<file path="src/jlgr_pkg.sv">
`default_nettype none

package jlgr_pkg;

	localparam int CFG_AW = 2;
	localparam int CFG_DW = 16;
	localparam int VAL_W  = 16;

	localparam logic [CFG_AW-1:0] CFG_GRID_WIDTH  = 2'd0;
	localparam logic [CFG_AW-1:0] CFG_SWEEP_COUNT = 2'd1;
	localparam logic [CFG_AW-1:0] CFG_TOP_VALUE   = 2'd2;

	localparam logic [5:0]       GRID_WIDTH_RST  = 6'd8;
	localparam logic [VAL_W-1:0] SWEEP_COUNT_RST = 16'd1;
	localparam logic [VAL_W-1:0] TOP_VALUE_RST   = 16'd20480;
	localparam logic [VAL_W-1:0] ONE_Q412        = 16'd4096;

	localparam logic [1:0] CMD_INIT = 2'd0;
	localparam logic [1:0] CMD_RUN  = 2'd1;
	localparam logic [1:0] CMD_READ = 2'd2;

	typedef enum logic [2:0] {
		ST_CLEAR,
		ST_IDLE,
		ST_FILL,
		ST_SWEEP,
		ST_DRAIN,
		ST_READ,
		ST_RESP
	} state_t;

	typedef struct packed {
		logic accept;
		logic fill;
		logic fill_top;
		logic init_regs;
		logic issue;
		logic commit;
		logic out_load;
	} ctrl_t;

	typedef struct packed {
		logic scan_last;
		logic pipe_empty;
		logic last_sweep;
		logic zero_sweeps;
		logic out_busy;
	} stat_t;

endpackage

`default_nettype wire

</file>
<file path="src/jlgr_ctrl.sv">
`default_nettype none

module jlgr_ctrl
	import jlgr_pkg::*;
(
	input  wire logic       clk,
	input  wire logic       arst_n,
	input  wire logic       s_valid,
	input  wire logic [1:0] cmd,
	output logic            s_ready,
	input  wire stat_t      stat,
	output ctrl_t           ctrl
);

	state_t state_q;
	state_t state_d;

	always_ff @(posedge clk or negedge arst_n) begin
		if (!arst_n) begin
			state_q <= ST_CLEAR;
		end else begin
			state_q <= state_d;
		end
	end

	always_comb begin
		state_d = state_q;
		unique case (state_q)
			ST_CLEAR: begin
				if (stat.scan_last) state_d = ST_IDLE;
			end
			ST_IDLE: begin
				if (s_valid) begin
					unique case (cmd)
						CMD_INIT: state_d = ST_FILL;
						CMD_RUN:  state_d = stat.zero_sweeps ? ST_RESP : ST_SWEEP;
						CMD_READ: state_d = ST_READ;
						default:  state_d = ST_RESP;
					endcase
				end
			end
			ST_FILL: begin
				if (stat.scan_last) state_d = ST_RESP;
			end
			ST_SWEEP: begin
				if (stat.scan_last) state_d = ST_DRAIN;
			end
			ST_DRAIN: begin
				if (stat.pipe_empty) state_d = stat.last_sweep ? ST_RESP : ST_SWEEP;
			end
			ST_READ: begin
				state_d = ST_RESP;
			end
			ST_RESP: begin
				if (!stat.out_busy) state_d = ST_IDLE;
			end
			default: state_d = ST_IDLE;
		endcase
	end

	always_comb begin
		ctrl    = '0;
		s_ready = 1'b0;
		unique case (state_q)
			ST_CLEAR: begin
				ctrl.fill = 1'b1;
			end
			ST_IDLE: begin
				s_ready     = 1'b1;
				ctrl.accept = s_valid;
			end
			ST_FILL: begin
				ctrl.fill      = 1'b1;
				ctrl.fill_top  = 1'b1;
				ctrl.init_regs = stat.scan_last;
			end
			ST_SWEEP: begin
				ctrl.issue = 1'b1;
			end
			ST_DRAIN: begin
				ctrl.commit = stat.pipe_empty;
			end
			ST_READ: begin
			end
			ST_RESP: begin
				ctrl.out_load = !stat.out_busy;
			end
			default: begin
			end
		endcase
	end

endmodule

`default_nettype wire

</file>
<file path="config.mk">
export PLATFORM = sky130hd
export DESIGN_NAME = jlgr_ctrl
export DESIGN_NICKNAME = d
export VERILOG_FILES = /design/src/jlgr_pkg.sv /design/src/jlgr_ctrl.sv
export SDC_FILE = /design/constraint.sdc
export NUM_CORES = 1
export LEC_CHECK = 0
export BUFFER_PORTS_ARGS = -buffer_cell sky130_fd_sc_hd__clkbuf_2
export CORE_AREA = 2 2 39 41
export DETAILED_ROUTE_END_ITERATION = 6
export DIE_AREA = 0 0 41 43
export PLACE_DENSITY = 0.61
export SLEW_MARGIN = 20
export SYNTH_ARGS = -nofsm -noshare
export SYNTH_HDL_FRONTEND = slang
export SYNTH_SLANG_ARGS = --single-unit
</file>
<file path="constraint.sdc">
create_clock -name clk -period 3 [get_ports clk]
set_input_delay 0.15 -clock clk [delete_from_list [all_inputs] [get_ports clk]]
set_output_delay 0.15 -clock clk [all_outputs]
set_load 0.005 [all_outputs]
</file>
**Yosys cells after proc, flatten, opt, wreduce, memory -nomap -nowiden**

Cells that the tools add are included.
Widths: inputs -> output; s select.

- Reductions and logical operators: 5
- Equal/unequal tests: 14
- Muxes and demuxes: 17

Operators with widths:

| cell | count |
|---|---|
| $mux 3 | 8 |
| $pmux 3 s7 | 1 |
| $ne 2x2->1 const B | 6 |
| $eq 3x3->1 const B | 3 |
| $pmux 3 s3 | 1 |
| $eq 3x2->1 const B | 2 |
| $mux 1 | 6 |
| $reduce_and 6->1 | 1 |
| $eq 3x1->1 const B | 1 |
| $logic_not 3->1 | 1 |
| $eq 2x1->1 const B | 1 |
| $eq 2x2->1 const B | 1 |
| $logic_not 2->1 | 1 |
| $mux 2 | 1 |
| $reduce_or 2->1 | 1 |
| $logic_not 1->1 | 1 |

- Word-level logic and storage cells: 37
- Input bits: 10
- Register bits after elaboration: 3

**Depth between registers and ports, before layout**

- Depth after elaboration: 4
- Depth in mapped cells: 5
- Gate-level depth less buffers: 4

**Worst setup path before layout**

No wires, ideal clock.

- Path kind: reg2reg
- Start: reg state_q[0]
- End: reg state_q[0]
- Path buffers: 1
- Cell stages (with the launch flop): 6
- Data arrival time: 1.303 ns
- Path slack: 1.569 ns
- Period minus slack after synthesis: 1.431 ns
- Required time: 2.873 ns
- Cells stage by stage: dfrtp_1 > buf_6 > nor2b_4 > mux2_4 > o21ai_2 > mux2_1

- Cells in the longest elaborated chain, start to end: 3

RTL lines:

| element | RTL line | RTL |
|---|---|---|
| start: declaration | jlgr_ctrl.sv:15 | `state_t state_q;` |
| start signal: assignment | jlgr_ctrl.sv:22 | `state_q <= state_d;` |
| $eq 3x2->1 (tied with other cells) | jlgr_ctrl.sv:28 | `unique case (state_q)` |
| $ne 2x2->1 (no line) | -- |  |
| $reduce_and 6->1 (no line) | -- |  |

Several ways; a longest one is shown, not always the timed one.
A chain may end at the register's enable or synchronous reset.

==> flow_metrics.env <==
export IMPL_outcome="finished clean"
export IMPL_die_area_sq_um=1760
export IMPL_tritoncts_num_buffers=3
export IMPL_ys_top_cells_by_count="nor2_1 (5), and2_1 (4)"
export IMPL_cp_required_ns=2.85
export IMPL_slew_headroom=0.747
export IMPL_intPower_mw=0.229
export IMPL_top_regs="state_q x3"
export IMPL_synth_top_area_frac=0.225
export IMPL_synth_nets=52
export IMPL_p_leak_nw=0.218
export IMPL_grt_overflow=0
export IMPL_whs_ns=0.249
export IMPL_fin_setup_tns_ns=0
export IMPL_grt_pass1_wl_um=1160
export IMPL_p_per_area_nw_per_um2=872
export IMPL_cts_sinks=3
export IMPL_postSynth_asyncResetShare=1.00
export IMPL_crit_path_max_fanout=11
export IMPL_core_sq_um=1380
export IMPL_rsz0062_at_grt="no"
export IMPL_cts_root_buf="clkbuf_4"
export IMPL_antenna_cells=0
export IMPL_num_vias=348
export IMPL_cap_violations=0
export IMPL_chipWidth_um=41
export IMPL_power_switching_mw=0.164
export IMPL_clk_pin_slew_ns=0.04
export IMPL_critPathKind="flop to output pin"
export IMPL_postLayoutCellArea_sq_um=452
export IMPL_drv_slew=0
export IMPL_register_area_sq_um=75.1
export IMPL_die_h_um=43
export IMPL_grt_max_degree=12
export IMPL_io_buffers=17
export IMPL_antenna_found_initial=0
export IMPL_gr_usage_all_layers=0.0985
export IMPL_worst_setup_path_end_kind="output pin"
export IMPL_wirelength_um=774
export IMPL_synth_seq_cells=3
export IMPL_regMostFlops="state_q"
export IMPL_largest_register_ffs=3
export IMPL_synthCells=42
export IMPL_hold_violations=0
export IMPL_worst_pin_slew_ns=0.379
export IMPL_comb_power_share=0.528
export IMPL_fillers=159
export IMPL_dp_hpwl_um=602
export IMPL_ys_seq_area_frac=0.225
export IMPL_synth_cell_type_count=23
export IMPL_drive_gt1_frac=0.393
export IMPL_synth_area_leader_cell="dfrtp_1"
export IMPL_wl_per_cell_um=10.1
export IMPL_clk_path_buf_depth=2
export IMPL_ios=18
export IMPL_drt_pass1_iter_count=4
export IMPL_ant_nets=0
export IMPL_grt_pass1_vias=291
export IMPL_gp_congestion=0.791
export IMPL_fp_row_count=14
export IMPL_initial_core_util=0.241
export IMPL_ys_warn_count=0
export IMPL_cp_start_kind="flop"
export IMPL_placed_cell_area_sq_um=415
export IMPL_netlist_area_sq_um=334
export IMPL_synth_top_flop_cell="dfrtp_1"
export IMPL_cts_htree_levels=1
export IMPL_clk_latency_ns=0.23
export IMPL_layout_min_cycle_time_ns=1.68
export IMPL_multi_input_area_sq_um=231
export IMPL_irDropWorstVdd_v=0.000236
export IMPL_area_delta_synth_final_pct=35.2
export IMPL_crit_arrival_ns=1.53
export IMPL_hold_class="input port to async pin"
export IMPL_drc_errors=0
export IMPL_cts_tree="done"
export IMPL_setup_viol=0
export IMPL_fin_nets=72
export IMPL_routed_via_density=4.52
export IMPL_synth_edf_count=0
export IMPL_final_util=0.326
export IMPL_synth_most_common_cell="nor2_1"
export IMPL_swShare=0.418
export IMPL_drt_initial_drc_count=5
export IMPL_avgSynthCellArea_sq_um=7.95
export IMPL_finClkSkew_ns=0.00375
export IMPL_seqPwrFrac=0.293
export IMPL_fin_crit_sh=0.560
export IMPL_pwr_share_clk=0.179
export IMPL_netlist_top_cells_area="dfrtp_1 (22%), and2_1 (7.5%), nand2b_1 (5.6%), nor2_1 (5.6%), nor2b_1 (5.6%)"
export IMPL_fmax_ghz=0.596
[logic make-up (layout without fill, tap and decap cells)]
kind of cell	count (synthesis)	count (layout)	share of synthesized area
and+or+nand+nor	22	22	0.401
AOI/OAI and AO/OA	11	11	0.213
muxes	2	2	0.0786
buffers and inverters	4	23	0.0824
DFF	3	3	0.225
[worst max-delay path: stages (launching register included)]
cell and delay [ns]:
dfrtp_1 0.56, nor2b_1 0.28, nor2b_1 0.22, and2_1 0.14, clkbuf_2 0.10
[routing by layer]
metal	up-vias	share of wire	global-route usage
met1	150	0.49	0.135
li1	184	-	-
met3	0	0.076	0.0471
met4	0	0	0.0400
met5	-	0	0
met2	14	0.44	0.128
[through the flow]
| stage | std cells | setup WS (ns) | power [mW] |
|---|---|---|---|
| after global routing | 77 | 1.23 | 0.440 |
| after detailed placement | 72 | 1.44 | 0.327 |
| after floorplan | 42 | 1.57 | 0.281 |
| after CTS | 77 | 1.30 | 0.403 |
| after global placement | 72 | 1.47 | 0.323 |
| final | 77 | 1.32 | 0.394 |
[layout make-up]
cell class | instances | area share
clock buffers | 4 | 0.0582
multi-input cells | 35 | 0.512
inverters | 1 | 0.00831
flip-flops and latches | 3 | 0.166
well taps | 16 | 0.0443
repair buffers | 18 | 0.211
[final timing paths]
| path | startpoint | endpoint | slack, ns | depth (start not counted) |
|---|---|---|---|---|
| worst max-delay path | state_q[1]$_DFFE_PN0P_ | ctrl[3] | 1.32 | 4 |
| worst min-delay path | arst_n | state_q[0]$_DFFE_PN0P_ | 0.25 | 2 |
| worst max register to register | state_q[0]$_DFFE_PN0P_ | state_q[0]$_DFFE_PN0P_ | 1.44 | 4 |
| worst min register to register | state_q[0]$_DFFE_PN0P_ | state_q[0]$_DFFE_PN0P_ | 0.70 | 1 |
| max in group asynchronous | arst_n | state_q[1]$_DFFE_PN0P_ | 2.63 | 2 |
| min in group clk | stat[4] | state_q[1]$_DFFE_PN0P_ | 0.27 | 4 |
[power groups by stage]
stage / Clock, mW / Combinational [mW] / Sequential (mW)
floorplan: 0 / 0.210 / 0.0712
global placement: 0 / 0.209 / 0.114
detailed placement: 0 / 0.210 / 0.117
CTS: 0.0752 / 0.212 / 0.116
global route: 0.0797 / 0.238 / 0.122
finish: 0.0706 / 0.208 / 0.115
[repair_timing]
action                                 4_1_cts  5_1_grt
endpoints found under the hold margin        3        0
hold buffers                                 1        0
buffers inserted                             0        0
gates resized for setup                      0        0
[cells in the final DEF, fill, tap and decap left out]
cell type       n
clkbuf_1        1
a21oi_1         2
a221oi_1        1
nor2_1          5
o21ai_0         3
inv_1           1
o21ai_2         1
nor3b_2         1
and2_1          4
dfrtp_1         3
nand3b_1        1
clkbuf_2       17
nand2_1         3
dlygate4sd3_1   1
a31oi_1         2
mux2_4          1
a211o_1         1
nand2b_1        3
mux2_1          1
nor3b_1         1
nor2b_4         1
clkbuf_4        3
nor2b_1         3
a211oi_1        1
(Power assumes the default switching activity.)
